## src/b32e_pkg.sv

```systemverilog
// b32e_pkg: shared types, constants and the symbol lookup for the base32 encoder
// no dependencies; imported by every module of the block
`default_nettype none
package b32e_pkg;

	localparam int unsigned GROUP_BYTES = 5;
	localparam int unsigned GROUP_W     = 8 * GROUP_BYTES;
	localparam int unsigned SLICE_W     = 5;
	localparam int unsigned CHARS       = 8;
	localparam int unsigned QDEPTH      = 2;

	localparam logic [7:0] PAD_CHAR = 8'h3D;

	typedef logic [2:0] pos_t;
	typedef logic [3:0] nsym_t;

	typedef struct packed {
		logic [GROUP_W-1:0] bits;
		nsym_t              nsym;
		logic               fin;
	} group_t;

	typedef struct packed {
		logic full;
		logic empty;
	} q_status_t;

	function automatic logic [7:0] sym_char(input logic [SLICE_W-1:0] idx);
		logic [7:0] ch;
		begin
			if (idx < 5'd26) begin
				ch = 8'h41 + {3'b000, idx};
			end else begin
				ch = 8'h32 + {3'b000, idx - 5'd26};
			end
			return ch;
		end
	endfunction

	function automatic nsym_t sym_count(input logic [2:0] nbytes);
		nsym_t n;
		begin
			case (nbytes)
				3'd1:    n = 4'd2;
				3'd2:    n = 4'd4;
				3'd3:    n = 4'd5;
				3'd4:    n = 4'd7;
				default: n = 4'd8;
			endcase
			return n;
		end
	endfunction

endpackage
`default_nettype wire

```

## src/b32e_front.sv

```systemverilog
// b32e_front: takes message bytes and builds left-aligned 40-bit groups
// depends on b32e_pkg; hands closed groups to b32e_queue
`default_nettype none
module b32e_front import b32e_pkg::*; (
	input  wire logic       clk,
	input  wire logic       arst_n,
	input  wire logic       in_valid,
	output logic            in_ready,
	input  wire logic [7:0] data_byte,
	input  wire logic       final_byte,
	input  wire q_status_t  q_status,
	output logic            push,
	output group_t          push_group
);

	logic [GROUP_W-1:0] group_q;
	logic [2:0]         count_q;
	logic [2:0]         count_nx;
	logic [GROUP_W-1:0] group_nx;
	logic               take;
	logic               close;

	assign in_ready = !q_status.full;
	assign take     = in_valid && in_ready;
	assign count_nx = count_q + 3'd1;
	assign close    = (count_nx == 3'(GROUP_BYTES)) || final_byte;

	always_comb begin
		group_nx = group_q;
		case (count_q)
			3'd0:    group_nx[39:32] = data_byte;
			3'd1:    group_nx[31:24] = data_byte;
			3'd2:    group_nx[23:16] = data_byte;
			3'd3:    group_nx[15:8]  = data_byte;
			default: group_nx[7:0]   = data_byte;
		endcase
	end

	assign push            = take && close;
	assign push_group.bits = group_nx;
	assign push_group.nsym = sym_count(count_nx);
	assign push_group.fin  = final_byte;

	always_ff @(posedge clk or negedge arst_n) begin
		if (!arst_n) begin
			group_q <= '0;
			count_q <= '0;
		end else if (take) begin
			if (close) begin
				group_q <= '0;
				count_q <= '0;
			end else begin
				group_q <= group_nx;
				count_q <= count_nx;
			end
		end
	end

endmodule
`default_nettype wire

```

## src/b32e_queue.sv

```systemverilog
// b32e_queue: two-entry group queue between the byte front and character back
// depends on b32e_pkg
`default_nettype none
module b32e_queue import b32e_pkg::*; (
	input  wire logic   clk,
	input  wire logic   arst_n,
	input  wire logic   push,
	input  wire group_t push_group,
	input  wire logic   pop,
	output group_t      head,
	output q_status_t   status
);

	group_t     slot_q [QDEPTH];
	logic       wr_q;
	logic       rd_q;
	logic [1:0] fill_q;

	assign head         = slot_q[rd_q];
	assign status.full  = (fill_q == 2'(QDEPTH));
	assign status.empty = (fill_q == 2'd0);

	always_ff @(posedge clk) begin
		if (push) begin
			slot_q[wr_q] <= push_group;
		end
	end

	always_ff @(posedge clk or negedge arst_n) begin
		if (!arst_n) begin
			wr_q   <= 1'b0;
			rd_q   <= 1'b0;
			fill_q <= '0;
		end else begin
			if (push) begin
				wr_q <= !wr_q;
			end
			if (pop) begin
				rd_q <= !rd_q;
			end
			case ({push, pop})
				2'b10:   fill_q <= fill_q + 2'd1;
				2'b01:   fill_q <= fill_q - 2'd1;
				default: fill_q <= fill_q;
			endcase
		end
	end

endmodule
`default_nettype wire

```

## src/b32e_back.sv

```systemverilog
// b32e_back: walks the head group and sends eight characters, one per cycle while out_ready is high
// depends on b32e_pkg; reads groups from b32e_queue
`default_nettype none
module b32e_back import b32e_pkg::*; (
	input  wire logic      clk,
	input  wire logic      arst_n,
	input  wire group_t    head,
	input  wire q_status_t q_status,
	output logic           pop,
	output logic           out_valid,
	input  wire logic      out_ready,
	output logic [7:0]     out_char,
	output logic           group_last,
	output logic           message_last
);

	pos_t               pos_q;
	logic               advance;
	logic               load;
	logic [GROUP_W-1:0] shifted;
	logic [7:0]         ch;
	logic               at_end;

	assign advance = !out_valid || out_ready;
	assign load    = advance && !q_status.empty;
	assign at_end  = (pos_q == pos_t'(CHARS - 1));
	assign pop     = load && at_end;
	assign shifted = head.bits << (6'(pos_q) * 6'd5);

	always_comb begin
		if ({1'b0, pos_q} < head.nsym) begin
			ch = sym_char(shifted[GROUP_W-1 -: SLICE_W]);
		end else begin
			ch = PAD_CHAR;
		end
	end

	always_ff @(posedge clk or negedge arst_n) begin
		if (!arst_n) begin
			pos_q     <= '0;
			out_valid <= 1'b0;
		end else if (advance) begin
			out_valid <= load;
			if (load) begin
				pos_q <= pos_q + pos_t'(1);
			end
		end
	end

	always_ff @(posedge clk) begin
		if (load) begin
			out_char     <= ch;
			group_last   <= at_end;
			message_last <= at_end && head.fin;
		end
	end

endmodule
`default_nettype wire

```

## src/base32_stream_encoder_unit.sv

```systemverilog
// base32_stream_encoder_unit: top level of the streaming base32 encoder
// depends on b32e_pkg, b32e_front, b32e_queue and b32e_back
`default_nettype none
// Bytes enter one per cycle while the queue is not full and collect into
// 40-bit groups; a group closes on its fifth byte or on a byte flagged final,
// and then yields eight characters (alphabet symbols, '=' padding for a short
// final group), one per cycle from an output register while out_ready is
// high, with group_last on the eighth and message_last also set when the
// group was closed by the final byte. A two-group queue sits between the byte
// side and the character side, so bytes keep flowing while characters wait.
// Sustained throughput is set by the character side: eight characters per
// group, a short final group included. When idle, it takes a closing byte's
// group from the queue and registers the first character into out_char.
module base32_stream_encoder_unit import b32e_pkg::*; (
	input  wire logic       clk,
	input  wire logic       arst_n,
	input  wire logic       in_valid,
	output logic            in_ready,
	input  wire logic [7:0] data_byte,
	input  wire logic       final_byte,
	output logic            out_valid,
	input  wire logic       out_ready,
	output logic [7:0]      out_char,
	output logic            group_last,
	output logic            message_last
);

	q_status_t q_status;
	logic      push;
	group_t    push_group;
	logic      pop;
	group_t    head;

	b32e_front u_front (
		.clk        (clk),
		.arst_n     (arst_n),
		.in_valid   (in_valid),
		.in_ready   (in_ready),
		.data_byte  (data_byte),
		.final_byte (final_byte),
		.q_status   (q_status),
		.push       (push),
		.push_group (push_group)
	);

	b32e_queue u_queue (
		.clk        (clk),
		.arst_n     (arst_n),
		.push       (push),
		.push_group (push_group),
		.pop        (pop),
		.head       (head),
		.status     (q_status)
	);

	b32e_back u_back (
		.clk          (clk),
		.arst_n       (arst_n),
		.head         (head),
		.q_status     (q_status),
		.pop          (pop),
		.out_valid    (out_valid),
		.out_ready    (out_ready),
		.out_char     (out_char),
		.group_last   (group_last),
		.message_last (message_last)
	);

`ifndef SYNTHESIS
	a_msg_ends_group: assert property (@(posedge clk) disable iff (!arst_n)
		out_valid && message_last |-> group_last)
		else $error("message end without group end");

	a_queue_sane: assert property (@(posedge clk) disable iff (!arst_n)
		!(q_status.full && q_status.empty) && !(push && q_status.full))
		else $error("queue status inconsistent or push while full");

	a_char_legal: assert property (@(posedge clk) disable iff (!arst_n)
		out_valid |-> ((out_char >= 8'h41 && out_char <= 8'h5A) ||
			(out_char >= 8'h32 && out_char <= 8'h37) || out_char == PAD_CHAR))
		else $error("illegal output character");
`endif

endmodule
`default_nettype wire
```

## config.mk

```make
export PLATFORM = sky130hd
export DESIGN_NAME = base32_stream_encoder_unit
export DESIGN_NICKNAME = d
export VERILOG_FILES = /design/src/b32e_pkg.sv /design/src/b32e_front.sv /design/src/b32e_queue.sv /design/src/b32e_back.sv /design/src/base32_stream_encoder_unit.sv
export SDC_FILE = /design/constraint.sdc
export NUM_CORES = 1
export LEC_CHECK = 0
export ABC_AREA = 1
export BUFFER_PORTS_ARGS = -buffer_cell sky130_fd_sc_hd__buf_4
export CAP_MARGIN = 20
export CELL_PAD_IN_SITES_DETAIL_PLACEMENT = 1
export CELL_PAD_IN_SITES_GLOBAL_PLACEMENT = 2
export CORE_ASPECT_RATIO = 2
export CORE_MARGIN = 4
export CORE_UTILIZATION = 42
export CTS_CLUSTER_DIAMETER = 150
export DETAILED_ROUTE_END_ITERATION = 10
export GPL_ROUTABILITY_DRIVEN = 0
export PLACE_DENSITY = 0.93
export SETUP_SLACK_MARGIN = 0.02
export SLEW_MARGIN = 20
export SYNTH_ARGS = -nofsm -noshare
export SYNTH_HDL_FRONTEND = slang
export SYNTH_SLANG_ARGS = --single-unit
```

## constraint.sdc

```tcl
create_clock -name clk -period 6.9 [get_ports clk]
set_input_delay 1.38 -clock clk [delete_from_list [all_inputs] [get_ports clk]]
set_output_delay 1.38 -clock clk [all_outputs]
set_load 0.02 [all_outputs]
```

# Word-level counts from Yosys, hierarchy flattened
# Memories as Yosys holds them, arrays and structs flattened.
# Cells that the tools add are included.
[totals]
reg_bits = 61
wordCells = 63
ramBits = 90
inputBits = 13
n_memories = 1
[memory_table]
columns = ["name", "words", "width", "read_ports", "rd_clocked_by_memory_dff", "wr", "line", "source"]
rows = [
  ["u_queue.slot_q", 2, 45, 1, 0, 1, "b32e_queue.sv:14", "group_t slot_q [QDEPTH];"],
]
[classes]
add_sub_neg = 7
order_cmp = 2
multipliers = 1
n_eq_ne = 12
reduce_logical = 17
n_mux = 12
shifts = 1
[op_table]
columns = ["op", "n"]
rows = [
  ["8-bit 2-to-1 mux", 6],
  ["40-bit 2-to-1 mux", 1],
  ["40-bit by 6-bit left shift with 40-bit output", 1],
  ["4-bit one-hot mux with 4 select lines", 1],
  ["3-bit by 2-bit == test with 1-bit output (second input constant)", 4],
  ["3-bit == test (second input constant)", 3],
  ["7-bit by 5-bit adder with 8-bit output (first input constant)", 1],
  ["6-bit by 5-bit adder with 7-bit output (first input constant)", 1],
  ["3-bit by 1-bit adder with 3-bit output (second input constant)", 2],
  ["3-bit by 1-bit == test with 1-bit output (second input constant)", 2],
  ["3-bit by 3-bit multiplier with 6-bit output (second input constant)", 1],
  ["1-bit logical AND", 5],
  ["1-bit logical NOT", 5],
  ["5-bit < comparator (second input constant)", 1],
  ["5-bit subtractor (second input constant)", 1],
  ["2-bit == test (second input constant)", 2],
  ["3-bit by 4-bit < comparator with 1-bit output", 1],
  ["2-bit one-hot mux with 2 select lines", 1],
  ["4-bit OR reduction", 1],
  ["3-bit logical NOT", 1],
  ["3-bit 2-to-1 mux", 1],
  ["2-bit by 1-bit adder with 2-bit output (second input constant)", 1],
  ["2-bit by 1-bit == test with 1-bit output (second input constant)", 1],
  ["2-bit logical NOT", 1],
  ["other kinds (5)", 7],
]

# Depth between registers and ports, before layout
[depth]
depth_word = 6
mapped_depth = 21

# By module
# From an unflattened synthesis, not the netlist that was laid out.
[hier_totals]
hier_cells = 974
hier_area_um2 = 8329.2
[modules_own_cells]
columns = ["mod", "cells_per_inst", "instances", "area_each_um2", "seq_area_each_um2"]
rows = [
  ["b32e_queue", 259, 1, 3580.9, 2802.7],
  ["b32e_front", 303, 1, 2528.7, 1076.0],
  ["b32e_back", 412, 1, 2219.6, 370.4],
]

# Worst setup path before layout
# OpenSTA, ideal clock, no wires.
[synth_timing]
kind = "input to register"
start = "input in_valid"
end = "memory u_queue.slot_q[0][0] (netlist name), enable pin"
t_required_ps = 6452
path_slack_ps = 2638
n_path_buf = 0
setup_ps = 448
t_arrival_ps = 3814
path_stages = 4
path_cell_list = "nand2_1 -> inv_2 -> o21ai_0 -> nor2_1"
[synth_between]
elab_chain_len = 4
[synth_lines]
columns = ["item", "line", "source"]
rows = [
  ["start, declared", "base32_stream_encoder_unit.sv:17", "input wire logic in_valid,"],
  ["1-bit logical AND", "b32e_front.sv:24", "assign take = in_valid && in_ready;"],
  ["1-bit logical AND", "b32e_front.sv:39", "assign push = take && close;"],
  ["1-bit 2-to-1 mux", "b32e_queue.sv:24", "if (push) begin"],
  ["1-bit 2-to-1 mux (not written as such)", "b32e_queue.sv:25", "slot_q[wr_q] <= push_group;"],
  ["end, declared", "b32e_queue.sv:14", ""],
]
# Every way passes these cells.

# Worst setup path in the final report
[layout_timing]
start = "register u_back.pos_q[0]"
end = "register u_back.out_char[6], data pin"
[layout_between]
elab_chain_len = 5
word_cells_on_any_way = 8
[layout_lines]
columns = ["item", "line", "source"]
rows = [
  ["start, declared", "b32e_back.sv:17", "pos_t pos_q;"],
  ["start signal, assigned", "b32e_back.sv:45", "pos_q <= pos_q + pos_t'(1);"],
  ["3-bit by 3-bit multiplier with 6-bit output", "b32e_back.sv:28", "assign shifted = head.bits << (6'(pos_q) * 6'd5);"],
  ["40-bit by 6-bit left shift with 40-bit output", "b32e_back.sv:28", ""],
  ["5-bit subtractor", "b32e_pkg.sv:34", "ch = 8'h32 + {3'b000, idx - 5'd26};"],
  ["6-bit by 5-bit adder with 7-bit output", "b32e_pkg.sv:34", ""],
  ["8-bit 2-to-1 mux", "b32e_pkg.sv:31", "if (idx < 5'd26) begin"],
  ["end signal, assigned", "b32e_back.sv:52", "out_char <= ch;"],
  ["end, declared", "b32e_back.sv:12", "output logic [7:0] out_char,"],
]
# Parallel ways exist; a longest one is shown, timed or not.
# A chain may end at the register's enable or synchronous reset.

==> results_dict.tcl <==
set metrics [dict create \
    die_h_um 203.3 \
    clockBufferDepth 2 \
    critical_path.slowest_cell "nor2_1" \
    synthArstFlopShare_pct 34.00 \
    wirelength_um 21110 \
    r2r-end "u_back.out_char[6]$_SDFFCE_PP0P_" \
    vias 6275 \
    clkLatencyLatePin_ns 0.42 \
    nFillCells 2223 \
    yosys.area_share.adder_pct 2.656 \
    cp-startpoint "u_back.pos_q[0]$_DFFE_PN0P_" \
    row_count 71 \
    path_clk_slew_ns 0.06 \
    synth-compound-area-share_pct 8.655 \
    synth_edf_count 99 \
    clock-root-buffer "clkbuf_16" \
    min_path_type "reg2reg" \
    drc 0 \
    reg2reg_from "u_back.pos_q[0]$_DFFE_PN0P_" \
    synth_top_family_by_area "simple AND/OR/NAND/NOR gates" \
    cts_sinks 150 \
    fin_nets 955 \
    cts_hold_buffers 0 \
    io_buffers 23 \
    drt-initial-drc-count 238 \
    tightest_slew_ns 0.9897 \
    ys_warn_count 0 \
    synth-simple-area-share_pct 26.11 \
    post-cts-setup-buffers 0 \
    die_width_um 105.6 \
    start_util_pct 42.73 \
    critPathLaunchType "flop" \
    antenna_found_initial 0 \
    min_period_over_period_pct 60.13 \
    grt_pass1_wl_um 34840 \
    cap_viol_max_count 0 \
    syn_area_um2 8009 \
    grt_overflow_total 0 \
    status "completed" \
    worstPathArrival_ns 4.32 \
    syn_area_per_cell_um2 8.743 \
    clock_skew_ns 0.01111 \
    vias_per_cell 5.260 \
    final_common_cell "nand2_1" \
    cp-end-kind "flop" \
    min_from "u_front.group_q[17]$_DFFE_PN0P_" \
    powerDensity_nw_per_um2 572.5 \
    critPathMaxFanout 46 \
    cts-htree-levels 4 \
    ys_seq_area_share_pct 53.05 \
    synth.mux.area_fraction_pct 0.2500 \
    cts_tree "done" \
    critPathKind "reg2reg" \
    p_leak_nw 3.992 \
    setup_viol 0 \
    slowest_delay_ns 0.70 \
    rsz0062_at_grt "false" \
    syn_inst 916 \
    multiInputGateArea_um2 3079 \
    whs_ns 0.4889 \
    ios 25 \
    antenna_cells 0 \
    layout_common_cells "nand2_1 (237), nand3_1 (167), inv_1 (110), edfxtp_1 (99), dfrtp_1 (51)" \
    crit_top_cell "inv_1" \
    peakVddDrop_mv 0.1874 \
    drive_above_1_share_pct 10.45 \
    syn-num-nets 946 \
    hold_viol_final 0 \
    grt_pass1_vias 6577 \
    grt_util_all_layers_pct 20.75 \
    synthXorXnorAreaFrac_pct 0.5468 \
    totalNegativeSetupSlack_ns 0 \
    dp_hpwl_um 15520 \
    wl_per_cell_um 17.70 \
    grt_max_degree 52 \
    antenna_left 0 \
    min_to "u_front.group_q[17]$_DFFE_PN0P_" \
    fmaxAchievable_mhz 241.0 \
    synth_ff_type "edfxtp_1" \
    worst_ep_required_time_ns 7.07 \
    reg2reg_depth 18 \
    dieArea_um2 21480 \
    seq_area_um2 4249 \
    area_growth_pct 11.09 \
    slew_violations 0 \
    slew_headroom_pct 33.73 \
    coreArea_um2 18740 \
    crit_chain "buf_4 -> ha_1 -> inv_1 -> nor2_1 -> inv_1 -> o21ai_0 -> nor2_1 -> nand2_1 -> nand3_1 -> nand2_1 -> nand2_2 -> nand2_4 -> inv_1 -> ha_1 -> inv_1 -> nand3_4 -> nor2_2 -> nor2_4" \
    ys_ff_latch 150 \
    first_pass_iters 4 \
    whs_path_depth 2 \
    post_cts_resize_count 0 \
    ys_types 40 \
    ff2ff_setup_slack_ns 2.75 \
    period_needed_ns 4.149 \
    numCtsBuffers 17 \
]
==> critical path, delay by kind of cell (launching register included) <==
family                     cells  cell delay [ns]
and+or+nand+nor               10             1.46
DFF                            1             0.36
AOI/OAI and AO/OA              1             0.20
buffers and inverters          5             1.03
adders and majority gates      2             0.82
==> cell usage after synthesis (6+ instances only) <==
| cell | instances | share of area [%] |
|---|---|---|
| nand2_1 | 237 | 11 |
| nand3_1 | 167 | 10 |
| inv_1 | 110 | 5.2 |
| edfxtp_1 | 99 | 37 |
| dfrtp_1 | 51 | 16 |
| o21ai_0 | 43 | 2.7 |
| nor2_1 | 26 | 1.2 |
| o22ai_1 | 26 | 2.0 |
| o21a_1 | 24 | 2.2 |
| ha_1 | 17 | 2.7 |
| clkbuf_1 | 13 | 0.61 |
| buf_2 | 12 | 0.75 |
| nand2_2 | 12 | 0.94 |
| o21ai_1 | 10 | 0.62 |
| a21oi_1 | 8 | 0.50 |
| buf_4 | 8 | 0.75 |
| inv_2 | 6 | 0.28 |
==> flip-flops by register name (all words and copies together), names as in the netlist <==
name	count
u_back.group_last	1
u_back.message_last	1
u_back.out_char	7
u_back.out_valid	1
u_back.pos_q	3
u_front.count_q	3
u_front.group_q	40
u_queue.fill_q	2
u_queue.rd_q	1
u_queue.slot_q	90
u_queue.wr_q	1
==> stage by stage <==
step | setup slack [ns] | instances | util (%) | instance area [µm²] | power (mW)
5_1_grt | 2.326 | 1193 | 47.47 | 8897 | 5.552
6_report | 2.751 | 1193 | 47.47 | 8897 | 5.093
2_1_floorplan | 2.638 | 916 | - | 8009 | 3.512
4_1_cts | 2.731 | 1193 | 47.47 | 8897 | 5.128
3_3_place_gp | 2.791 | 1161 | 44.44 | 8330 | 4.120
3_5_place_dp | 2.667 | 1161 | 44.44 | 8330 | 4.208
==> report_power, final <==
| part | switching, mW | internal, mW |
|---|---|---|
| Clock | 0.363 | 0.532 |
| Sequential | 0.0857 | 1.34 |
| Combinational | 1.92 | 0.848 |
==> metal layers <==
metal	track usage [%]	wire, µm	up-vias
met5	0	0	-
met4	9.727	824	0
met3	3.294	462	39
met2	38.20	11610	111
met1	23.09	8210	3056
li1	-	-	3069
==> kinds of logic after synthesis <==
kind of cell / Yosys count
other cells: 1
compound gates: 117
simple gates: 464
flops: 150
fa+ha+maj: 17
mux: 2
xor+xnor: 5
buf+inv: 160
==> worst max path at each step <==
stage | slack [ns] | endpoint | depth (start not counted)
after CTS | 2.73 | u_back.out_char[6]$_SDFFCE_PP0P_ | 20
after floorplan | 2.64 | u_queue.slot_q[0][0]$_DFFE_PP_ | 4
after detailed placement | 2.67 | u_queue.slot_q[0][34]$_DFFE_PP_ | 6
final | 2.75 | u_back.out_char[6]$_SDFFCE_PP0P_ | 18
after global routing | 2.33 | u_back.out_char[6]$_SDFFCE_PP0P_ | 20
after global placement | 2.79 | u_queue.slot_q[0][33]$_DFFE_PP_ | 6
==> area by class of cell <==
type / instances / share of cell area [%]
repair buffers: 32 / 2.700
flip-flops and latches: 150 / 47.76
inverters: 118 / 4.978
well taps: 255 / 3.586
multi-input cells: 606 / 34.61
clock buffers: 20 / 4.908
clock inverters: 12 / 1.463
No activity file was read; power rests on OpenSTA's default activity.
